File: src/assert_macros.svh
// assertion macros shared by the utf-8 decoder rtl
`ifndef ASSERT_MACROS_SVH
`define ASSERT_MACROS_SVH

// same-cycle implication, disabled while reset is low
`define ASSERT_IMPLY(lbl, clk, rst_n, ante, cons, msg) \
	lbl: assert property (@(posedge clk) disable iff (!rst_n) (ante) |-> (cons)) \
		else $error(msg);

// next-cycle implication, disabled while reset is low
`define ASSERT_NEXT(lbl, clk, rst_n, ante, cons, msg) \
	lbl: assert property (@(posedge clk) disable iff (!rst_n) (ante) |=> (cons)) \
		else $error(msg);

`endif

File: src/utf8d_pkg.sv
// shared types and constants of the utf-8 stream decoder
package utf8d_pkg;

	localparam int unsigned ByteW = 8;
	localparam int unsigned CodeW = 21;
	localparam int unsigned StatW = 2;
	localparam int unsigned OutDataW = 24;

	// result kinds carried on the output tuser
	typedef enum logic [StatW-1:0] {
		ST_CODE    = 2'd0,
		ST_INVALID = 2'd1,
		ST_END     = 2'd2
	} status_t;

	// byte class boundaries
	localparam logic [ByteW-1:0] AsciiMax = 8'h7F;
	localparam logic [ByteW-1:0] BadLeadMax = 8'hC1;
	localparam logic [ByteW-1:0] Lead2Max = 8'hDF;
	localparam logic [ByteW-1:0] Lead3Max = 8'hEF;
	localparam logic [ByteW-1:0] Lead4Max = 8'hF4;

	// decoder state carried between items
	typedef struct packed {
		logic [1:0]       rem;
		logic [CodeW-1:0] code;
		logic             stopped;
	} dec_state_t;

	// one decoded result
	typedef struct packed {
		logic             valid;
		logic [CodeW-1:0] code_point;
		status_t          status;
		logic             end_of_string;
	} dec_result_t;

endpackage

File: src/utf8d_decode.sv
// combinational next-state and result logic for one input byte
module utf8d_decode (
	input  utf8d_pkg::dec_state_t          st,
	input  logic [utf8d_pkg::ByteW-1:0]    data_byte,
	input  logic                           last_byte,
	output utf8d_pkg::dec_state_t          st_nxt,
	output utf8d_pkg::dec_result_t         res
);

	logic [utf8d_pkg::CodeW-1:0] code_sh;
	logic [1:0]                  rem_dec;
	logic                        fail;

	assign code_sh = {st.code[utf8d_pkg::CodeW-7:0], data_byte[5:0]};
	assign rem_dec = st.rem - 2'd1;

	// byte classification and state update
	always_comb begin
		st_nxt = st;
		fail = 1'b0;
		res.valid = 1'b0;
		res.code_point = '0;
		res.status = utf8d_pkg::ST_CODE;
		res.end_of_string = last_byte;
		if (st.stopped) begin
			// skipping the rest of a broken string
			if (last_byte) begin
				st_nxt = '0;
				res.valid = 1'b1;
				res.status = utf8d_pkg::ST_END;
			end
		end else if (st.rem == 2'd0) begin
			if (data_byte <= utf8d_pkg::AsciiMax) begin
				res.valid = 1'b1;
				res.code_point = {{(utf8d_pkg::CodeW-utf8d_pkg::ByteW){1'b0}}, data_byte};
				if (last_byte) begin
					st_nxt = '0;
				end
			end else if (data_byte <= utf8d_pkg::BadLeadMax ||
					data_byte > utf8d_pkg::Lead4Max) begin
				fail = 1'b1;
			end else begin
				// lead byte opens a multi-byte sequence
				if (data_byte <= utf8d_pkg::Lead2Max) begin
					st_nxt.rem = 2'd1;
					st_nxt.code = {{(utf8d_pkg::CodeW-5){1'b0}}, data_byte[4:0]};
				end else if (data_byte <= utf8d_pkg::Lead3Max) begin
					st_nxt.rem = 2'd2;
					st_nxt.code = {{(utf8d_pkg::CodeW-4){1'b0}}, data_byte[3:0]};
				end else begin
					st_nxt.rem = 2'd3;
					st_nxt.code = {{(utf8d_pkg::CodeW-3){1'b0}}, data_byte[2:0]};
				end
				fail = last_byte;
			end
		end else if (data_byte[7:6] != 2'b10) begin
			fail = 1'b1;
		end else begin
			// continuation byte
			st_nxt.rem = rem_dec;
			st_nxt.code = code_sh;
			if (rem_dec == 2'd0) begin
				res.valid = 1'b1;
				res.code_point = code_sh;
				st_nxt.code = '0;
				if (last_byte) begin
					st_nxt = '0;
				end
			end else begin
				fail = last_byte;
			end
		end
		// invalid sequence: report once, then skip to the end of the string
		if (fail) begin
			res.valid = 1'b1;
			res.code_point = '0;
			res.status = utf8d_pkg::ST_INVALID;
			st_nxt.rem = 2'd0;
			st_nxt.code = '0;
			st_nxt.stopped = ~last_byte;
		end
	end

endmodule

File: src/utf8d_out_reg.sv
// result register feeding the output stream
module utf8d_out_reg (
	input  logic                           clk,
	input  logic                           arst_n,
	input  logic                           load,
	input  utf8d_pkg::dec_result_t         res,
	output logic                           free,
	output logic                           m_axis_tvalid,
	input  logic                           m_axis_tready,
	output logic [utf8d_pkg::OutDataW-1:0] m_axis_tdata,
	output logic [utf8d_pkg::StatW-1:0]    m_axis_tuser,
	output logic                           m_axis_tlast
);

	logic                        valid_q;
	logic [utf8d_pkg::CodeW-1:0] code_q;
	utf8d_pkg::status_t          status_q;
	logic                        last_q;

	assign free = ~valid_q | m_axis_tready;

	// valid flag
	always_ff @(posedge clk or negedge arst_n) begin
		if (!arst_n) begin
			valid_q <= 1'b0;
		end else if (free) begin
			valid_q <= load;
		end
	end

	// payload
	always_ff @(posedge clk) begin
		if (free && load) begin
			code_q <= res.code_point;
			status_q <= res.status;
			last_q <= res.end_of_string;
		end
	end

	assign m_axis_tvalid = valid_q;
	assign m_axis_tdata = {{(utf8d_pkg::OutDataW-utf8d_pkg::CodeW){1'b0}}, code_q};
	assign m_axis_tuser = status_q;
	assign m_axis_tlast = last_q;

endmodule

File: src/utf8_stream_decoder_unit.sv
// Streaming UTF-8 decoder: one string byte per input item, code points out.
// Input stream: s_axis_tdata carries the byte, s_axis_tlast marks the last
// byte of a string. Output stream: m_axis_tdata carries the code point,
// m_axis_tuser the status (code point, invalid sequence, end marker only)
// and m_axis_tlast the final result of the string.
// A byte is held in an input register, decoded combinationally against the
// decoder state and written to the result register, so a result is offered
// on the output once it has passed both registers. One byte is taken
// per cycle while the output is drained; bytes inside a sequence give no result.
// Every string ends with exactly one result carrying tlast.
// When the receiver stalls, the result register holds and the input register
// keeps a byte that gives a result; the input side then stops once both are full.
// Reset clears the decoder state, so the first byte after reset opens a
// new string; no item is lost or duplicated under any stall pattern.
module utf8_stream_decoder_unit (
	input  logic                           clk,
	input  logic                           arst_n,
	input  logic                           s_axis_tvalid,
	output logic                           s_axis_tready,
	input  logic [utf8d_pkg::ByteW-1:0]    s_axis_tdata,  // [7:0] data_byte
	input  logic                           s_axis_tlast,
	output logic                           m_axis_tvalid,
	input  logic                           m_axis_tready,
	output logic [utf8d_pkg::OutDataW-1:0] m_axis_tdata,  // [20:0] code_point
	output logic [utf8d_pkg::StatW-1:0]    m_axis_tuser,  // [1:0] status
	output logic                           m_axis_tlast
);

	`include "assert_macros.svh"

	logic                          valid_s1;
	logic [utf8d_pkg::ByteW-1:0]   byte_s1;
	logic                          last_s1;
	utf8d_pkg::dec_state_t         st_q;
	utf8d_pkg::dec_state_t         st_nxt;
	utf8d_pkg::dec_result_t        res;
	logic                          out_free;
	logic                          advance;

	// an item leaves the input register when it gives no result or its result can be stored
	assign advance = valid_s1 & (~res.valid | out_free);
	assign s_axis_tready = ~valid_s1 | advance;

	// input register control
	always_ff @(posedge clk or negedge arst_n) begin
		if (!arst_n) begin
			valid_s1 <= 1'b0;
		end else if (s_axis_tready) begin
			valid_s1 <= s_axis_tvalid;
		end
	end

	// input register payload
	always_ff @(posedge clk) begin
		if (s_axis_tready && s_axis_tvalid) begin
			byte_s1 <= s_axis_tdata;
			last_s1 <= s_axis_tlast;
		end
	end

	// decoder state
	always_ff @(posedge clk or negedge arst_n) begin
		if (!arst_n) begin
			st_q <= '0;
		end else if (advance) begin
			st_q <= st_nxt;
		end
	end

	utf8d_decode u_decode (
		.st        (st_q),
		.data_byte (byte_s1),
		.last_byte (last_s1),
		.st_nxt    (st_nxt),
		.res       (res)
	);

	utf8d_out_reg u_out_reg (
		.clk           (clk),
		.arst_n        (arst_n),
		.load          (advance & res.valid),
		.res           (res),
		.free          (out_free),
		.m_axis_tvalid (m_axis_tvalid),
		.m_axis_tready (m_axis_tready),
		.m_axis_tdata  (m_axis_tdata),
		.m_axis_tuser  (m_axis_tuser),
		.m_axis_tlast  (m_axis_tlast)
	);

	// checks
	`ASSERT_IMPLY(a_stop_clean, clk, arst_n, st_q.stopped, st_q.rem == 2'd0 && st_q.code == '0, "stopped state carries a partial sequence")
	`ASSERT_IMPLY(a_idle_code, clk, arst_n, st_q.rem == 2'd0, st_q.code == '0, "partial code left without a pending sequence")
	`ASSERT_IMPLY(a_end_last, clk, arst_n, m_axis_tvalid && m_axis_tuser == utf8d_pkg::ST_END, m_axis_tlast, "end marker without tlast")
	`ASSERT_IMPLY(a_err_zero, clk, arst_n, m_axis_tvalid && m_axis_tuser != utf8d_pkg::ST_CODE, m_axis_tdata == '0, "non-code result with a nonzero code point")
	`ASSERT_NEXT(a_s1_hold, clk, arst_n, valid_s1 && !advance, valid_s1 && $stable(byte_s1) && $stable(last_s1), "held input item changed")

endmodule
File: config.mk
export PLATFORM = sky130hd
export DESIGN_NAME = utf8_stream_decoder_unit
export DESIGN_NICKNAME = d
export VERILOG_FILES = /design/src/utf8d_pkg.sv /design/src/utf8d_decode.sv /design/src/utf8d_out_reg.sv /design/src/utf8_stream_decoder_unit.sv
export VERILOG_INCLUDE_DIRS = /design/src /design/src/src
export SDC_FILE = /design/constraint.sdc
export NUM_CORES = 1
export LEC_CHECK = 0
export ABC_AREA = 1
export BUFFER_PORTS_ARGS = -buffer_cell sky130_fd_sc_hd__buf_2
export CORE_ASPECT_RATIO = 0.6
export CORE_MARGIN = 2
export CORE_UTILIZATION = 40
export DETAILED_ROUTE_END_ITERATION = 6
export PLACE_DENSITY = 0.61
export SYNTH_ARGS = -nofsm -noshare
export SYNTH_HDL_FRONTEND = slang
export SYNTH_HIERARCHICAL = 1
export SYNTH_SLANG_ARGS = --single-unit
File: constraint.sdc
create_clock -name clk -period 6 [get_ports clk]
set_input_delay 0.6 -clock clk [delete_from_list [all_inputs] [get_ports clk]]
set_output_delay 0.6 -clock clk [all_outputs]
set_load 0.1 [all_outputs]
## After elaboration in Yosys (flattened, before gate mapping)

Cells that the tools add are included.

- Logic and storage cells: 69
- Bits in registers: 53

- Equality and inequality tests: 5
- Reduce and logical (&&, ||, !) cells: 8
- Mux-type cells: 29
- Add/subtract/negate cells: 1
- $lt $le $gt $ge: 5
- Bitwise logic cells: 10

Operator list:

| operator | number |
|---|---|
| 24-bit 2-to-1 mux | 9 |
| 22-bit 2-to-1 mux | 5 |
| 23-bit 2-to-1 mux | 3 |
| 8-bit less-or-equal comparator, second input constant | 3 |
| 21-bit 2-to-1 mux | 1 |
| 1-bit 2-to-1 mux | 9 |
| 8-bit greater-than comparator, second input constant | 1 |
| 8-bit by 7-bit less-or-equal comparator with 1-bit output, second input constant | 1 |
| 5-bit by 4-bit inequality test with 1-bit output, second input constant | 1 |
| 1-bit inverter | 5 |
| 5-bit AND reduction | 1 |
| 2-bit zero test | 2 |
| 2-bit 2-to-1 mux | 2 |
| 4-bit by 2-bit inequality test with 1-bit output, second input constant | 1 |
| 4-bit by 3-bit inequality test with 1-bit output, second input constant | 1 |
| 2-bit OR reduction | 2 |
| 3-bit by 2-bit inequality test with 1-bit output, second input constant | 1 |
| 1-bit OR | 3 |
| 1-bit bitwise AND | 2 |
| 1-bit logical AND | 2 |
| 2-bit inequality test, second input constant | 1 |
| 2-bit by 1-bit subtractor with 2-bit output, second input constant | 1 |
| 1-bit logical OR | 1 |

## Logic depth before layout (Yosys ltp)

- Word-level depth: 12
- Depth in mapped cells: 15

## Modules after synthesis

The synthesis kept the hierarchy.

Modules (own cells, without submodules):

| module | cells an instance | area an instance (µm²) | instances |
|---|---|---|---|
| utf8_stream_decoder_unit | 122 | 1302.5 | 1 |
| utf8d_decode | 253 | 1265.0 | 1 |
| utf8d_out_reg | 34 | 792.0 | 1 |

## Worst setup path after synthesis

Ideal clock, no wire load.

- Path kind: register to register
- From: register st_q[22] (netlist name)
- To: register u_out_reg/code_q[0] (netlist name) (enable)
- Required time: 5.587 ns
- Clock period less this slack: 3.308 ns
- Arrival time: 2.895 ns
- Setup slack: 2.692 ns
- Setup time: 0.413 ns
- Stages on the path, launching flop included: 14
- Path through: dfrtp_1 > inv_1 > ha_1 > buf_2 > inv_2 > o21ai_2 > o21bai_2 > nand2_1 > nand2_1 > nand3_1 > nand3_1 > inv_1 > inv_1 > a21oi_1

RTL lines:

| item | RTL line | text |
|---|---|---|
| start, declared | utf8_stream_decoder_unit.sv:34 | `utf8d_pkg::dec_state_t st_q;` |
| start signal, assigned | utf8_stream_decoder_unit.sv:66 | `st_q <= st_nxt;` |
| end signal, assigned | utf8d_out_reg.sv:34 | `code_q <= res.code_point;` |
| end, declared | utf8d_out_reg.sv:16 | `logic [utf8d_pkg::CodeW-1:0] code_q;` |

==> impl_metrics.json <==
{
  "hold_viol": 0,
  "utilization_pct": 45.9,
  "initialDrtViolationCount": 327,
  "total_power_mw": 1.74,
  "worst_slack_ns": 2.51,
  "hold_path.class": "in -> async",
  "p_int_mw": 0.835,
  "place.gp.congestion": 0.963,
  "grt_overflow": 0,
  "area_growth_pct": 11.1,
  "cts_sinks": 53,
  "vias_per_cell": 5.24,
  "grt_start_max_net_pins": 26,
  "max-vdd-ir-drop_mv": 0.237,
  "cts_setup_buffers": 0,
  "drtAntennaViolNets": 0,
  "initial_utilization_pct": 41.3,
  "cts_tree": "done",
  "grtUsageTotal_pct": 19.3,
  "fin_nets": 394,
  "grt_pass1_wl_um": 12100,
  "cts_made_buffers": 5,
  "crit_type": "reg -> out",
  "critPathLaunchType": "flip-flop",
  "cap_violations": 0,
  "die_h_um": 71.1,
  "post-route-period-util_pct": 58.1,
  "clk-insertion-delay-late_ns": 0.30,
  "drv_slew": 0,
  "status": "complete, no violations",
  "cts_resized": 0,
  "firstDrtPassIters": 5,
  "cts-root-buf": "clkbuf_16",
  "grt_antenna_before_repair": 0,
  "fmax_mhz": 287,
  "switchingPower_mw": 0.902,
  "dieArea_um2": 8230,
  "rows": 24,
  "crit_fanout": 13,
  "cts.path.max_buffers": 2,
  "endpoint_kind": "output pin",
  "netlist_instances": 355,
  "p_leak_nw": 1.45,
  "switching_share_pct": 51.9,
  "power_density_nw_per_um2": 521,
  "crit_arrival_ns": 2.89,
  "final_cell_count_no_fill": 484,
  "post_synth_instance_area_um2": 3000,
  "grt_pass1_vias": 2326,
  "syn_avg_cell_area_um2": 8.45,
  "core_um2": 7270,
  "drive_gt1_share_pct": 18.4,
  "clkPwrFrac_pct": 19.1,
  "place_area_um2": 3160,
  "vias": 2536,
  "fin_crit_ns": 3.49,
  "setup_viol": 0,
  "n_fill_cell": 744,
  "fin_setup_tns_ns": 0,
  "die_w_um": 116,
  "combPwrFrac_pct": 47.7,
  "drc": 0,
  "place_hpwl_um": 5420,
  "grt_setup_unrepaired": "false",
  "max_slew.worst_pin.slew_ns": 0.886,
  "post-place-ws_ns": 2.90,
  "final_common_cell": "nand2_1",
  "cp.required_ns": 5.40,
  "io_pins": 42,
  "path_clk_slew_ns": 0.07,
  "routedWlPerCell_um": 15.8,
  "mostFrequentLayoutCells": "nand2_1, buf_2, nand3_1",
  "wl_um": 7660,
  "fin_hold_ws_ns": 0.275,
  "fin_area_um2": 3330,
  "clock_skew_ns": 0.00868,
  "dp_cells": 476,
  "portBuffers": 38,
  "ctsHoldBuffers": 0,
  "sequentialPowerShare_pct": 33.2,
  "cts.htree.levels": 2,
  "yosys_warnings": 6,
  "antenna_cells": 0,
  "relSlewSlack_pct": 40.9,
  "r2r_cells": 13
}
-- sequential cells by signal, summed over array words and instances, names as in the netlist --
| register | cells |
|---|---|
| st_q | 18 |
| u_out_reg/code_q | 21 |
| u_out_reg/m_axis_tlast | 1 |
| u_out_reg/m_axis_tvalid | 1 |
| byte_s1 | 8 |
| u_out_reg/m_axis_tuser | 2 |
| last_s1 | 1 |
| valid_s1 | 1 |
-- critical path: stages (launching register included) --
cell and delay (ns):
dfrtp_1 0.44, inv_1 0.12, ha_1 0.33, inv_2 0.19, o21ai_2 0.12, o21bai_2 0.16, nand2_1 0.09, nand2_1 0.18
nand3_1 0.29, nand3_1 0.22, buf_2 0.45
-- routing by layer --
layer	track usage [%]	vias up	part of all wire, %	wire length, µm
li1	-	1220	-	-
met2	25.3	115	39	2960
met1	30.5	1194	51	3920
met3	6.08	7	9.2	704
met4	4.89	0	0.94	72
met5	0	-	0	0
-- worst paths after layout --
check	endpoint	slack, ns	start
worst max register to register	u_out_reg/code_q[10]$_DFFE_PP_	3.01	st_q[22]$_DFFE_PN0P_
worst min register to register	st_q[23]$_DFFE_PN0P_	0.47	st_q[23]$_DFFE_PN0P_
min in group clk	st_q[23]$_DFFE_PN0P_	0.47	st_q[23]$_DFFE_PN0P_
max in group asynchronous	st_q[14]$_DFFE_PN0P_	5.37	arst_n
worst min-delay path	st_q[22]$_DFFE_PN0P_	0.28	arst_n
worst max-delay path	s_axis_tready	2.51	st_q[22]$_DFFE_PN0P_
-- power by group through the flow --
| stage | Combinational, mW | Sequential [mW] | Clock, mW |
|---|---|---|---|
| 6_report | 0.829 | 0.577 | 0.332 |
| 3_3_place_gp | 0.822 | 0.582 | 0 |
| 5_1_grt | 0.885 | 0.587 | 0.354 |
| 4_1_cts | 0.825 | 0.575 | 0.338 |
| 3_5_place_dp | 0.824 | 0.581 | 0 |
| 2_1_floorplan | 0.390 | 0.885 | 0 |
-- layout make-up --
| type | instances | area, µm² | area share, % |
|---|---|---|---|
| flip-flops and latches | 53 | 1490 | 44.8 |
| inverters | 41 | 161 | 4.84 |
| clock inverters | 2 | 38.8 | 1.16 |
| multi-input cells | 239 | 1180 | 35.5 |
| repair buffers | 39 | 198 | 5.93 |
| well taps | 104 | 130 | 3.91 |
| clock buffers | 6 | 129 | 3.87 |
Note: power is estimated with default switching activity, not from simulation.
